==> src/rtl/catmull_rom_curve_sampler_assert.svh <==
// Assertion macros shared by the curve sampler RTL.
`ifndef CATMULL_ROM_CURVE_SAMPLER_ASSERT_SVH
`define CATMULL_ROM_CURVE_SAMPLER_ASSERT_SVH
`ifndef NO_ASSERTIONS
`define CRS_ASSERT_IMPLY(lbl, clk, rst_n, pre, post) \
    lbl: assert property (@(posedge clk) disable iff (!(rst_n)) (pre) |-> (post)) \
        else $error("curve sampler check failed");
`define CRS_ASSERT_NEXT(lbl, clk, rst_n, pre, post) \
    lbl: assert property (@(posedge clk) disable iff (!(rst_n)) (pre) |=> (post)) \
        else $error("curve sampler check failed");
`else
`define CRS_ASSERT_IMPLY(lbl, clk, rst_n, pre, post)
`define CRS_ASSERT_NEXT(lbl, clk, rst_n, pre, post)
`endif
`endif

==> src/rtl/crs_pkg.sv <==
// Shared constants, command types and blending weights of the curve sampler.
package crs_pkg;

    localparam int SAMPLES_PER_SEGMENT = 20;
    localparam int COORD_BITS          = 16;
    localparam int OUT_BITS            = 21;
    localparam int FRAC_BITS           = 4;
    localparam int TAPS                = 4;

    typedef struct packed {
        logic issue;
        logic seg_b;
        logic full_left;
        logic run_last;
        logic route_done;
        logic load;
        logic update;
        logic clear;
    } t_dp_cmd;

    typedef struct packed {
        logic adv;
    } t_dp_status;

    function automatic longint crs_weight(input int k, input int tap, input int s);
        longint kk;
        longint ss;
        longint k2;
        longint k3;
        longint w;
        kk = k;
        ss = s;
        k2 = kk * kk;
        k3 = k2 * kk;
        case (tap)
            0: w = -k3 + 2 * k2 * ss - kk * ss * ss;
            1: w = 3 * k3 - 5 * k2 * ss + 2 * ss * ss * ss;
            2: w = -3 * k3 + 4 * k2 * ss + kk * ss * ss;
            default: w = k3 - k2 * ss;
        endcase
        return w;
    endfunction

endpackage

==> src/rtl/crs_ctrl.sv <==
// Sequencer that walks the segments of each control point and updates the window.
`include "catmull_rom_curve_sampler_assert.svh"

module crs_ctrl #(
    parameter int SAMPLES_PER_SEGMENT = crs_pkg::SAMPLES_PER_SEGMENT
) (
    input  logic                                   i_clk,
    input  logic                                   i_rst_n,
    input  logic                                   i_valid,
    input  logic                                   i_route_last,
    output logic                                   o_stall,
    input  crs_pkg::t_dp_status                    i_status,
    output crs_pkg::t_dp_cmd                       o_cmd,
    output logic [$clog2(SAMPLES_PER_SEGMENT)-1:0] o_k
);

    localparam int S  = SAMPLES_PER_SEGMENT;
    localparam int KW = $clog2(S);

    localparam logic [KW-1:0] K_LAST   = KW'(S - 1);
    localparam logic [1:0]    SEEN_TWO = 2'd2;
    localparam logic [1:0]    SEEN_MAX = 2'd3;

    typedef enum logic [1:0] {
        ST_IDLE,
        ST_SEG_A,
        ST_SEG_B,
        ST_UPDATE
    } t_state;

    t_state        r_state;
    logic [KW-1:0] r_k;
    logic [1:0]    r_seen;
    logic          r_last;
    logic          accept;
    logic          k_last;
    logic          in_seg;

    assign accept = i_valid && (r_state == ST_IDLE);
    assign o_stall = (r_state != ST_IDLE);
    assign k_last = (r_k == K_LAST);
    assign in_seg = (r_state == ST_SEG_A) || (r_state == ST_SEG_B);

    always_comb begin
        o_cmd.issue      = in_seg && i_status.adv;
        o_cmd.seg_b      = (r_state == ST_SEG_B);
        o_cmd.full_left  = (r_state == ST_SEG_B) ? (r_seen >= SEEN_TWO) : (r_seen == SEEN_MAX);
        o_cmd.run_last   = k_last && ((r_state == ST_SEG_B) || !r_last);
        o_cmd.route_done = o_cmd.run_last && r_last;
        o_cmd.load       = accept;
        o_cmd.update     = (r_state == ST_UPDATE);
        o_cmd.clear      = r_last;
    end

    assign o_k = r_k;

    always_ff @(posedge i_clk) begin
        if (!i_rst_n) begin
            r_state <= ST_IDLE;
            r_k     <= '0;
            r_seen  <= '0;
            r_last  <= 1'b0;
        end else begin
            case (r_state)
                ST_IDLE: begin
                    if (accept) begin
                        r_last <= i_route_last;
                        if (r_seen >= SEEN_TWO) begin
                            r_state <= ST_SEG_A;
                        end else if (i_route_last && (r_seen != '0)) begin
                            r_state <= ST_SEG_B;
                        end else begin
                            r_state <= ST_UPDATE;
                        end
                    end
                end
                ST_SEG_A: begin
                    if (i_status.adv) begin
                        if (k_last) begin
                            r_k     <= '0;
                            r_state <= r_last ? ST_SEG_B : ST_UPDATE;
                        end else begin
                            r_k <= r_k + 1'b1;
                        end
                    end
                end
                ST_SEG_B: begin
                    if (i_status.adv) begin
                        if (k_last) begin
                            r_k     <= '0;
                            r_state <= ST_UPDATE;
                        end else begin
                            r_k <= r_k + 1'b1;
                        end
                    end
                end
                ST_UPDATE: begin
                    if (r_last) begin
                        r_seen <= '0;
                    end else if (r_seen != SEEN_MAX) begin
                        r_seen <= r_seen + 1'b1;
                    end
                    r_state <= ST_IDLE;
                end
                default: begin
                    r_state <= ST_IDLE;
                end
            endcase
        end
    end

    `CRS_ASSERT_NEXT(a_accept_busy, i_clk, i_rst_n, i_valid && !o_stall, o_stall)
    `CRS_ASSERT_IMPLY(a_k_range, i_clk, i_rst_n, 1'b1, r_k <= K_LAST)
    `CRS_ASSERT_IMPLY(a_k_idle, i_clk, i_rst_n, r_state == ST_IDLE, r_k == '0)
    `CRS_ASSERT_IMPLY(a_seg_b_cause, i_clk, i_rst_n, r_state == ST_SEG_B, r_last && (r_seen != '0))
    `CRS_ASSERT_NEXT(a_route_clear, i_clk, i_rst_n, (r_state == ST_UPDATE) && r_last, r_seen == '0)

endmodule

==> config.mk <==
export PLATFORM = sky130hd
export DESIGN_NAME = crs_ctrl
export DESIGN_NICKNAME = d
export VERILOG_FILES = /design/src/rtl/crs_pkg.sv /design/src/rtl/crs_ctrl.sv
export VERILOG_INCLUDE_DIRS = /design/src /design/src/rtl
export SDC_FILE = /design/constraint.sdc
export NUM_CORES = 1
export LEC_CHECK = 0
export BUFFER_PORTS_ARGS = -buffer_cell sky130_fd_sc_hd__buf_4
export CAP_MARGIN = 0
export CORE_MARGIN = 2
export CORE_UTILIZATION = 53
export DETAILED_ROUTE_END_ITERATION = 8
export GPL_ROUTABILITY_DRIVEN = 0
export PLACE_DENSITY_LB_ADDON = 0.08
export SYNTH_ARGS = -nofsm -noshare
export SYNTH_HDL_FRONTEND = slang
export SYNTH_SLANG_ARGS = --single-unit
==> constraint.sdc <==
create_clock -name i_clk -period 2.6 [get_ports i_clk]
set_clock_uncertainty 0.05 [all_clocks]
set_input_delay 0.52 -clock i_clk [delete_from_list [all_inputs] [get_ports i_clk]]
set_output_delay 0.52 -clock i_clk [all_outputs]
set_load 0.01 [all_outputs]
* Yosys cells after proc, flatten, opt, wreduce, memory -nomap -nowiden *
Cells that the tools add are included.

operators by class
  order comparisons = 1
  reductions and logical operators = 17
  shift-type cells = 0
  add/sub/neg operators = 2
  $mul = 0
  bitwise logic cells = 0
  div/mod/pow operators = 0
  multiplexer cells = 13
  equality and inequality tests = 11

operators by type and width
  cell                 number
  $mux 2               8
  $ne 2x2->1 const B   5
  $pmux 2 s4           1
  $eq 2x2->1 const B   3
  $reduce_and 2->1     3
  $reduce_bool 2->1    3
  $add 5x1->5 const B  1
  $eq 5x5->1 const B   1
  $logic_and 1x1->1    5
  $mux 5               1
  $reduce_and 5->1     1
  $mux 1               3
  $add 2x1->2 const B  1
  $eq 2x1->1 const B   1
  $ge 2x2->1 const B   1
  $logic_not 2->1      1
  $logic_or 1x1->1     2
  $ne 2x1->1 const B   1
  $reduce_or 2->1      1
  $logic_not 1->1      1

storage, ports and cells
  flip-flop bits (word level) = 10
  memory bits (read-only) = 0
  output and inout bits = 14
  memories = 0
  bits in latches = 0
  RAM bits = 0
  bits of input ports = 5
  word-level logic and storage cells = 48

* Depth between registers and ports, before layout *
Gate-level depths: netlist (run 1).

  word-level depth = 6
  depth in mapped cells = 7
  gate-level depth less buffers = 7

* Worst setup path before layout (run 1) *
Ideal clock, no wire load.

  path type = register -> output
  start point = register r_k[0], in the netlist o_k[0]
  end point = output port o_cmd[4] in the netlist's numbering
  arrival = 1.197 ns
  path slack = 0.833 ns
  cell stages (with the launch flop) = 4
  required time = 2.030 ns
  path through = dfxtp_1 -> ha_1 -> and4bb_4 -> a21boi_0

RTL lines
  element                 RTL line        text
  start, declared         crs_ctrl.sv:32  logic [KW-1:0] r_k;
  start signal, assigned  crs_ctrl.sv:83  r_k <= r_k + 1'b1;
  start signal, assigned  crs_ctrl.sv:93  r_k <= r_k + 1'b1;
  end, declared           crs_ctrl.sv:13  output crs_pkg::t_dp_cmd o_cmd,

==> metrics.md, run 1 <==
| Metric | Value |
|---|---|
| Outcome | completed |
| Via count | 599 |
| Drt first pass iters | 4 |
| Clock net sink count | 10 |
| Worst skew pair latency | 0.27 ns |
| Number of synthesized flops with an enable pin | 0 |
| Worst r2r dst | o_k[3]$_SDFFE_PN0P_ |
| Hold path depth | 2 |
| RSZ-0062 raised after global routing | no |
| Peak VDD IR | 0.4713 mV |
| Cell Rows | 12 |
| # diodes | 0 |
| Final slew viol count | 0 |
| Min-delay src | r_state[0]$_SDFFE_PN0P_ |
| Full die area | 1603 um2 |
| Die Height | 40.04 um |
| Synthesis-to-layout area growth | 24.55% |
| DP HPWL | 986.5 um |
| DIE WIDTH | 40.04 um |
| Reg clk slew, reported paths | 0.08 ns |
| CP Data Required Time | 2.03 ns |
| Avg WL per Cell | 12.05 um |
| # hold bufs at CTS | 0 |
| CTS resizes | 0 |
| Longest Clk Path Bufs | 2 |
| DRT Wirelength | 1350 um |
| Final min period | 2.058 ns |
| Fmax | 485.8 MHz |
| Via/cell ratio | 5.348 |
| Final Non-Filler Cells | 112 |
| Final hold vios | 0 |
| Critical path startpoint category | register |
| Final setup vio count | 0 |
| Number of placed instances, taps included | 108 |
| Hold slack | 0.4539 ns |
| Postcts setup bufs | 0 |
| Max Cap Violations | 0 |
| Static leakage | 0.3884 nW |
| R2R Path Start | r_state[0]$_SDFFE_PN0P_ |
| Top FF cell, synth | dfxtp_1 |
| Worst-path fanout max | 5 |
| IO Pins | 19 |
| GRT overflow | 0 |
| Initial cell density of the core | 59.52% |
| Vias in the first global route | 503 |
| Layout cells sized above 1 | 26.53% |
| Setup crit end kind | primary output |
| Mapped Cells | 79 |
| CP arrival | 1.49 ns |
| Initial antenna violation count | 0 |
| Yosys reg bits | 10 |
| Worst Setup SP | o_k[0]$_SDFFE_PN0P_ |
| Antenna-violating nets left | 0 |
| Cts bufs inserted | 3 |
| Final worst-path cycle share | 79.17% |
| Worst hold path class | register to register |
| Number of DRC markers in iteration 0 | 13 |
| Cell variety after synth | 29 |
| Number of remaining DRC errors | 0 |
| Largest net degree at the start of global routing | 14 |
| Total GRT Usage | 20.97% |
| CP Cell Sequence | ha_1, and4bb_4, a21boi_0, buf_4 |
| Global-route wire length before repair | 2139 um |
| Slowest cell on crit path | dfxtp_1 |
| Mapped cell area | 688.2 um2 |
| Core Box Area | 1156 um2 |
| Critical path class | register to primary output |
| Avg Cell Area, Syn | 8.711 um2 |
| Total design power | 0.7852 mW |
| Reg2reg setup slack | 1.02 ns |
| Area share of the largest cell type after synthesis | 29.09% |
| Slew HR | 79.83% |
| Pwr Density | 916.2 nW/um2 |
| Slowest stage delay, CP | 0.40 ns |
| Synth area leaders | dfxtp_1 29%, ha_1 16%, nor2b_1 4.5% |
| Largest area contributor in the netlist | dfxtp_1 |
| H-tree Lvls | 1 |
| Yosys warns | 0 |
| CTS tree | yes |
| Nets | 113 |
| Port Buf Inserts | 18 |
| Worst slew pin tran | 0.2987 ns |
| Hold Path End | r_state[0]$_SDFFE_PN0P_ |
| Worst r2r path cells | 7 |
| Post-synth ARST share | 0% |
| Setup TNS | 0 ns |
| Final Util | 74.13% |
| Syn nets | 93 |
| Clock root cell | clkbuf_4 |
| Seq/Total Area, Yosys | 29.09% |
-- final cells by class --
type                       count  area (um2)
clock buffer                   4       36.28
sequential                    10       200.2
tap                           14       17.52
fill                          90       299.0
timing repair buffer          18       135.1
multi-input combinational     58       437.9
inverter                       8       30.03
-- per-stage QoR --
stage	instance area (um2)	setup slack, ns
after floorplan	688.2	0.8329
after CTS	857.1	0.5267
final	857.1	0.5417
after detailed placement	820.8	0.8360
after global routing	857.1	0.4388
after global placement	820.8	0.8746
-- placed cells by master, fill, tap and decap left out --
master and n:
nand4b_1 1, ha_1 9, a22oi_1 1, dfxtp_1 10, nand2_1 6, nor3_1 2, a21boi_0 2, inv_1 8
and2_1 3, and4bb_4 1, buf_4 18, a21oi_1 5, nand2b_1 1, o311ai_0 1, o21a_1 1, mux2_2 1
o21bai_1 1, mux2i_1 2, nor2b_1 5, nor3b_1 1, clkbuf_8 1, nand3_1 3, xnor2_1 1, nand4_1 1
o21ai_1 2, and3_2 1, o221ai_4 1, o22ai_1 2, clkbuf_4 3, nor2_1 4
-- worst max-delay path by stage --
stage,end,cells past startpoint
2_1_floorplan,o_cmd[4],3
3_3_place_gp,o_cmd[7],5
3_5_place_dp,o_cmd[4],4
4_1_cts,o_cmd[4],4
5_1_grt,o_cmd[4],4
6_report,o_cmd[4],4
-- routing by layer --
layer,GRT usage [%],share of wire [%],up-vias,routed length (um)
li1,-,-,314,-
met1,25.76,49,269,658
met2,32.26,46,14,620
met3,5.556,4.7,2,63
met4,12.93,0.59,0,8
met5,0,0,-,0
-- cell families after synthesis --
logic type	synth area share [%]
adders and majority gates	16.36
muxes	4.545
xor gates and xnor gates	1.273
AOI/OAI and AO/OA	17.46
buffers and inverters	7.272
DFF	29.09
and+or+nand+nor	24.00
-- critical path, delay by kind of cell (launching register included) --
family,cells,cell delay (ns)
adder cells (fa/ha/maj),1,0.20
buffers and inverters,1,0.15
AND/OR/NAND/NOR,1,0.29
AO/OA/AOI/OAI,1,0.19
flip-flops,1,0.40
-- synth_stat cells (2+ instances only) --
cell and n:
a21oi_1 5, mux2i_1 2, o21ai_1 2, dfxtp_1 10, a21boi_0 2, nand3_1 3, and2_1 3, ha_1 9
nor2_1 4, o22ai_1 2, buf_4 2, nand2_1 6, nor3_1 2, nor2b_1 5, inv_1 8
-- flip-flops by register name, summed over array words and instances (netlist names) --
signal / cells
r_last: 1
r_state: 2
r_seen: 2
o_k: 5
-- power breakdown --
part | internal [mW] | switching, mW | leakage [nW]
Clock | 0.0850 | 0.0598 | 0.0210
Combinational | 0.203 | 0.220 | 0.286
Sequential | 0.183 | 0.0338 | 0.0814
Total | 0.471 | 0.314 | 0.388
No activity file was read; power rests on OpenSTA's default activity.
==> run 2, diff against run 1 <==
- CORE_UTILIZATION: 53 -> 49
- clock period: 2.6 -> 2 ns (I/O delays scaled with it)
==> metrics.md, run 2 (synthesized netlist as in run 1, its figures left out) <==
| Metric | Value |
|---|---|
| Outcome | completed |
| Cell Rows | 13 (+1) |
| Number of DRC markers in iteration 0 | 1 (-12) |
| Number of remaining DRC errors | 0 (unchanged) |
| GRT overflow | 0 (unchanged) |
| Reg2reg setup slack | 0.43 ns (-0.59 ns) |
| Reg clk slew, reported paths | 0.06 ns (-0.02 ns) |
| Worst slew pin tran | 0.3195 ns (+0.02083 ns) |
| Grt met2 use | 23.75% (-8.5 points) |
| Slowest cell on crit path | dfxtp_1 |
| RSZ-0062 raised after global routing | no |
| Die Height | 41.48 um (+3.6%) |
| R2R Path Start | r_state[1]$_SDFFE_PN0P_ |
| Met3 global-route usage | 6.957% (+1.4 points) |
| H-tree Lvls | 1 (unchanged) |
| Most common cell after layout, fill and taps aside | buf_4 |
| Pwr Density | 1142 nW/um2 (+25%) |
| Critical path class | register to primary output |
| Static leakage | 0.3831 nW (-1.4%) |
| Worst-path fanout max | 4 (-1) |
| Initial cell density of the core | 52.88% (-6.6 points) |
| Clock net sink count | 10 (unchanged) |
| Max Cap Violations | 0 (unchanged) |
| Via count | 561 (-6.3%) |
| Synthesis-to-layout area growth | 23.09% |
| Final Util | 65.10% (-9.0 points) |
| CP Data Required Time | 1.55 ns (-0.48 ns) |
| Slew HR | 78.43% (-1.4 points) |
| Full die area | 1720 um2 (+7.3%) |
| Final worst-path cycle share | 94.03% |
| Core Box Area | 1301 um2 (+13%) |
| Hold path depth | 3 (+1) |
| Top cell by count, worst path | inv_1 |
| Final min period | 1.881 ns |
| Buffers plus inverters on the worst setup path | 3 (+2) |
| CP delay by family, top | flip-flops |
| Peak VDD IR | 0.4547 mV (-3.5%) |
| DRT Wirelength | 1265 um (-6.3%) |
| Hold Path End | r_last$_SDFFE_PN0P_ |
| Worst hold path class | primary input to register |
| Worst r2r dst | o_k[3]$_SDFFE_PN0P_ |
| Antenna-violating nets left | 0 (unchanged) |
| Final slew viol count | 0 (unchanged) |
| Vias in the first global route | 499 (-0.80%) |
| Final setup vio count | 0 (unchanged) |
| Fmax | 531.7 MHz |
| Routing usage on met1 | 20.87% (-4.9 points) |
| # diodes | 0 (unchanged) |
| Longest Clk Path Bufs | 2 (unchanged) |
| Largest net degree at the start of global routing | 14 (unchanged) |
| IO Pins | 19 (unchanged) |
| Max FFs per register | 5 (unchanged) |
| Worst r2r path cells | 7 (unchanged) |
| Layout cells sized above 1 | 27.84% (+1.3 points) |
| Initial antenna violation count | 0 (unchanged) |
| Port Buf Inserts | 18 (unchanged) |
| Place WS | 0.3693 ns (-0.4668 ns) |
| Final hold vios | 0 (unchanged) |
| Setup crit end kind | primary output |
| Critical path startpoint category | register |
| GRT busiest layer | met2 |
| CTS tree | yes |
| Setup TNS | 0 ns (unchanged) |
| CP Cell Sequence | inv_1, ha_1, nand2_1, inv_1, buf_4 |
| Clock root cell | clkbuf_4 |
| Nets | 113 (unchanged) |
| Most frequent cells in the layout | 18 x buf_4, 9 x ha_1, 8 x inv_1, 8 x dfxtp_1, 6 x nand2_1 |
| Min-delay src | i_route_last |
| Avg WL per Cell | 11.29 um (-6.3%) |
| Total GRT Usage | 16.39% (-4.6 points) |
| Cts bufs inserted | 3 (unchanged) |
| Worst skew pair latency | 0.27 ns (about the same) |
| Slowest stage delay, CP | 0.38 ns (-0.02 ns) |
| DIE WIDTH | 41.48 um (+3.6%) |
| Final Worst Setup Slack | 0.1194 ns (-0.4222 ns) |
| DP HPWL | 993.4 um (+0.70%) |
| CP arrival | 1.43 ns (-0.06 ns) |
| Global-route wire length before repair | 2159 um (+0.94%) |
| Drt first pass iters | 3 (-1) |
| Via/cell ratio | 5.009 (-6.3%) |
==> run 2: worst register-to-register path, delay by kind of cell (launching register included) <==
family / cells / cell delay [ns]
adder cells (fa/ha/maj): 1 / 0.32
AND/OR/NAND/NOR: 3 / 0.37
XOR/XNOR: 1 / 0.14
buffers and inverters: 2 / 0.21
flip-flops: 1 / 0.38
==> run 2: area by class of cell <==
type                    instances  area (um2)
fillers                       120       454.2
repair buffers                 18       135.1
multi-input cells              58       437.9
clock buffers                   3       22.52
inverters                       8       30.03
well taps                      15       18.77
flip-flops and latches         10       202.7
==> run 2: per-layer routing <==
metal | part of all wire (%) | wire [um]
met3 | 5.8 | 73
met4 | 1.2 | 15
met1 | 48 | 607
met5 | 0 | 0
met2 | 45 | 569
==> run 2: metrics by stage <==
stage          power (mW)  cells  hold slack [ns]  cell area, um2
3_5_place_dp       0.8338    109           0.4492           822.0
3_3_place_gp       0.8258    109           0.4440           822.0
6_report           0.9676    112           0.3603           847.1
2_1_floorplan      0.6679     79           0.4195           688.2
5_1_grt             1.052    112           0.3637           847.1
4_1_cts            0.9795    112           0.3640           844.6
==> run 2: how the worst max path moves through the flow <==
stage	slack, ns	cells after the start	startpoint	endpoint
3_3_place_gp	0.38	5	r_state[0]$_SDFFE_PN0P_	o_cmd[7]
6_report	0.12	5	r_state[1]$_SDFFE_PN0P_	o_cmd[7]
2_1_floorplan	0.35	3	o_k[0]$_SDFFE_PN0P_	o_cmd[4]
3_5_place_dp	0.37	4	o_k[0]$_SDFFE_PN0P_	o_cmd[4]
4_1_cts	0.05	4	o_k[0]$_SDFFE_PN0P_	o_cmd[4]
5_1_grt	0.03	4	o_k[1]$_SDFFE_PN0P_	o_cmd[4]
==> run 2: report_power, final <==
part           total [mW]  switching (mW)  internal, mW
sequential          0.287          0.0444         0.243
combinational       0.542           0.279         0.263
clock               0.138          0.0688        0.0696
==> run 2: timing repair <==
action                                  4_1_cts  5_1_grt
setup buffers                                 0        0
resized for setup                             0        3
hold buffers                                  0        0
endpoints found under the setup margin        0        2
==> run 3, diff against run 2 <==
- CORE_MARGIN: 2 -> unset
==> metrics.md, run 3 (synthesized netlist as in run 1, its figures left out) <==
| Metric | Value |
|---|---|
| Routing usage on met1 | 22.60% (+1.7 points) |
| Clock net sink count | 10 (unchanged) |
| # diodes | 0 (unchanged) |
| CTS tree | yes |
| Final hold vios | 0 (unchanged) |
| Number of remaining DRC errors | 0 (unchanged) |
| Final min period | 1.920 ns (+0.03929 ns) |
| Grt met2 use | 33.20% (+9.4 points) |
| Critical path startpoint category | register |
| Number of DRC markers in iteration 0 | 4 (+3) |
| Buffers plus inverters on the worst setup path | 3 (unchanged) |
| CP delay by family, top | flip-flops |
| Nets | 113 (unchanged) |
| Min-delay src | i_route_last |
| Top cell by count, worst path | inv_1 |
| CP Cell Sequence | inv_1, ha_1, nand2_1, inv_1, buf_4 |
| Avg WL per Cell | 11.63 um (+3.0%) |
| Max Cap Violations | 0 (unchanged) |
| Global-route wire length before repair | 2021 um (-6.4%) |
| H-tree Lvls | 1 (unchanged) |
| Cell Rows | 13 (unchanged) |
| Postcts setup bufs | 0 (unchanged) |
| Final slew viol count | 0 (unchanged) |
| Antenna-violating nets left | 0 (unchanged) |
| Worst skew pair latency | 0.26 ns (about the same) |
| Total GRT Usage | 19.46% (+3.1 points) |
| CP Data Required Time | 1.55 ns (about the same) |
| Clock root cell | clkbuf_4 |
| Slowest stage delay, CP | 0.39 ns (about the same) |
| Most common cell after layout, fill and taps aside | buf_4 |
| Worst slew pin tran | 0.3163 ns (-0.003201 ns) |
| Static leakage | 0.3816 nW (-0.38%) |
| Full die area | 1558 um2 (-9.4%) |
| Final setup vio count | 0 (unchanged) |
| Worst-path fanout max | 4 (unchanged) |
| Pwr Density | 1136 nW/um2 (-0.57%) |
| R2R Path Start | r_state[0]$_SDFFE_PN0P_ |
| Synthesis-to-layout area growth | 22.91% |
| Initial cell density of the core | 52.88% (unchanged) |
| Port Buf Inserts | 18 (unchanged) |
| Initial antenna violation count | 0 (unchanged) |
| Final worst-path cycle share | 95.99% (+2.0 points) |
| Reg clk slew, reported paths | 0.06 ns (about the same) |
| Longest Clk Path Bufs | 2 (unchanged) |
| Critical path class | register to primary output |
| DP HPWL | 1011 um (+1.8%) |
| Largest net degree at the start of global routing | 14 (unchanged) |
| Slowest cell on crit path | dfxtp_1 |
| Most frequent cells in the layout | 18 x buf_4, 9 x ha_1, 9 x dfxtp_1 |
| CP arrival | 1.47 ns (+0.04 ns) |
| Core Box Area | 1301 um2 (unchanged) |
| Setup TNS | 0 ns (unchanged) |
| Slew HR | 78.64% (+0.22 points) |
| Total design power | 0.9606 mW (-0.72%) |
| GRT busiest layer | met2 |
| Setup crit end kind | primary output |
| Met3 global-route usage | 8.523% (+1.6 points) |
| GRT overflow | 0 (unchanged) |
| Layout cells sized above 1 | 26.80% (-1.0 points) |
| Peak VDD IR | 0.5638 mV (+24%) |
| Fmax | 520.9 MHz (-2.0%) |
| RSZ-0062 raised after global routing | no |
| Via count | 586 (+4.5%) |
| Outcome | completed |
| DRT Wirelength | 1303 um (+3.0%) |
| DIE WIDTH | 39.48 um (-4.8%) |
| IO Pins | 19 (unchanged) |
| Cts bufs inserted | 3 (unchanged) |
| Die Height | 39.48 um (-4.8%) |
| Via/cell ratio | 5.232 (+4.5%) |
| Max FFs per register | 5 (unchanged) |
| Worst Setup SP | r_state[0]$_SDFFE_PN0P_ |
| Vias in the first global route | 499 (unchanged) |
| Worst hold path class | primary input to register |
| Drt first pass iters | 2 (-1) |
==> run 3: changes by cell type in the layout (fill, tap and decap cells not counted) <==
| cell | previous run | this run |
|---|---|---|
| dfxtp_2 | 2 | 1 |
| a21boi_0 | 1 | 2 |
| a21boi_1 | 1 | 0 |
| dfxtp_1 | 8 | 9 |
==> run 3: per-stage QoR <==
stage	worst slack (ns)	hold slack [ns]	instances	area [um2]	util, %
after floorplan	0.3529	0.4195	79	688.2	-
after global placement	0.3860	0.4349	109	822.0	63.17
after detailed placement	0.3680	0.4393	109	822.0	63.17
after CTS	0.05626	0.3656	112	844.6	64.90
after global routing	0.007237	0.3831	112	845.8	65.00
final	0.08012	0.3643	112	845.8	65.00
==> run 3: final cells by class <==
class | count | area (um2)
fill | 128 | 455.4
multi-input combinational | 58 | 437.9
sequential | 10 | 201.4
timing repair buffer | 18 | 135.1
inverter | 8 | 30.03
clock buffer | 3 | 22.52
tap | 15 | 18.77
==> run 3: power breakdown <==
group	internal, mW	leakage (nW)	switching [mW]
combinational	0.262	0.286	0.283
sequential	0.240	0.0818	0.0429
clock	0.0692	0.0138	0.0630
total	0.572	0.382	0.389
==> run 3: repair_timing <==
action	in CTS	in global routing
hold buffers	0	0
resized for setup	0	1
endpoints found under the setup margin	0	1
hold endpoints to repair	0	0
==> run 3: path summary, 6_finish.rpt <==
kind	to	slack, ns	cells past startpoint
setup reg to reg	o_k[3]$_SDFFE_PN0P_	0.40	7
hold reg to reg	r_state[1]$_SDFFE_PN0P_	0.45	2
setup / recovery	o_cmd[7]	0.08	5
hold / removal	r_last$_SDFFE_PN0P_	0.36	3
==> run 3: worst register-to-register path: cells and delay by family (launching register included) <==
family,cells,cell delay (ns)
DFF,1,0.39
buffers and inverters,2,0.21
and+or+nand+nor,3,0.39
xor gates and xnor gates,1,0.14
adders and majority gates,1,0.33
==> run 3: per-layer routing <==
| metal | vias to the layer above | part of all wire (%) |
|---|---|---|
| met1 | 266 | 45 |
| met2 | 10 | 50 |
| met3 | 0 | 5.3 |
| met4 | 0 | 0 |
| li1 | 310 | - |
| met5 | - | 0 |
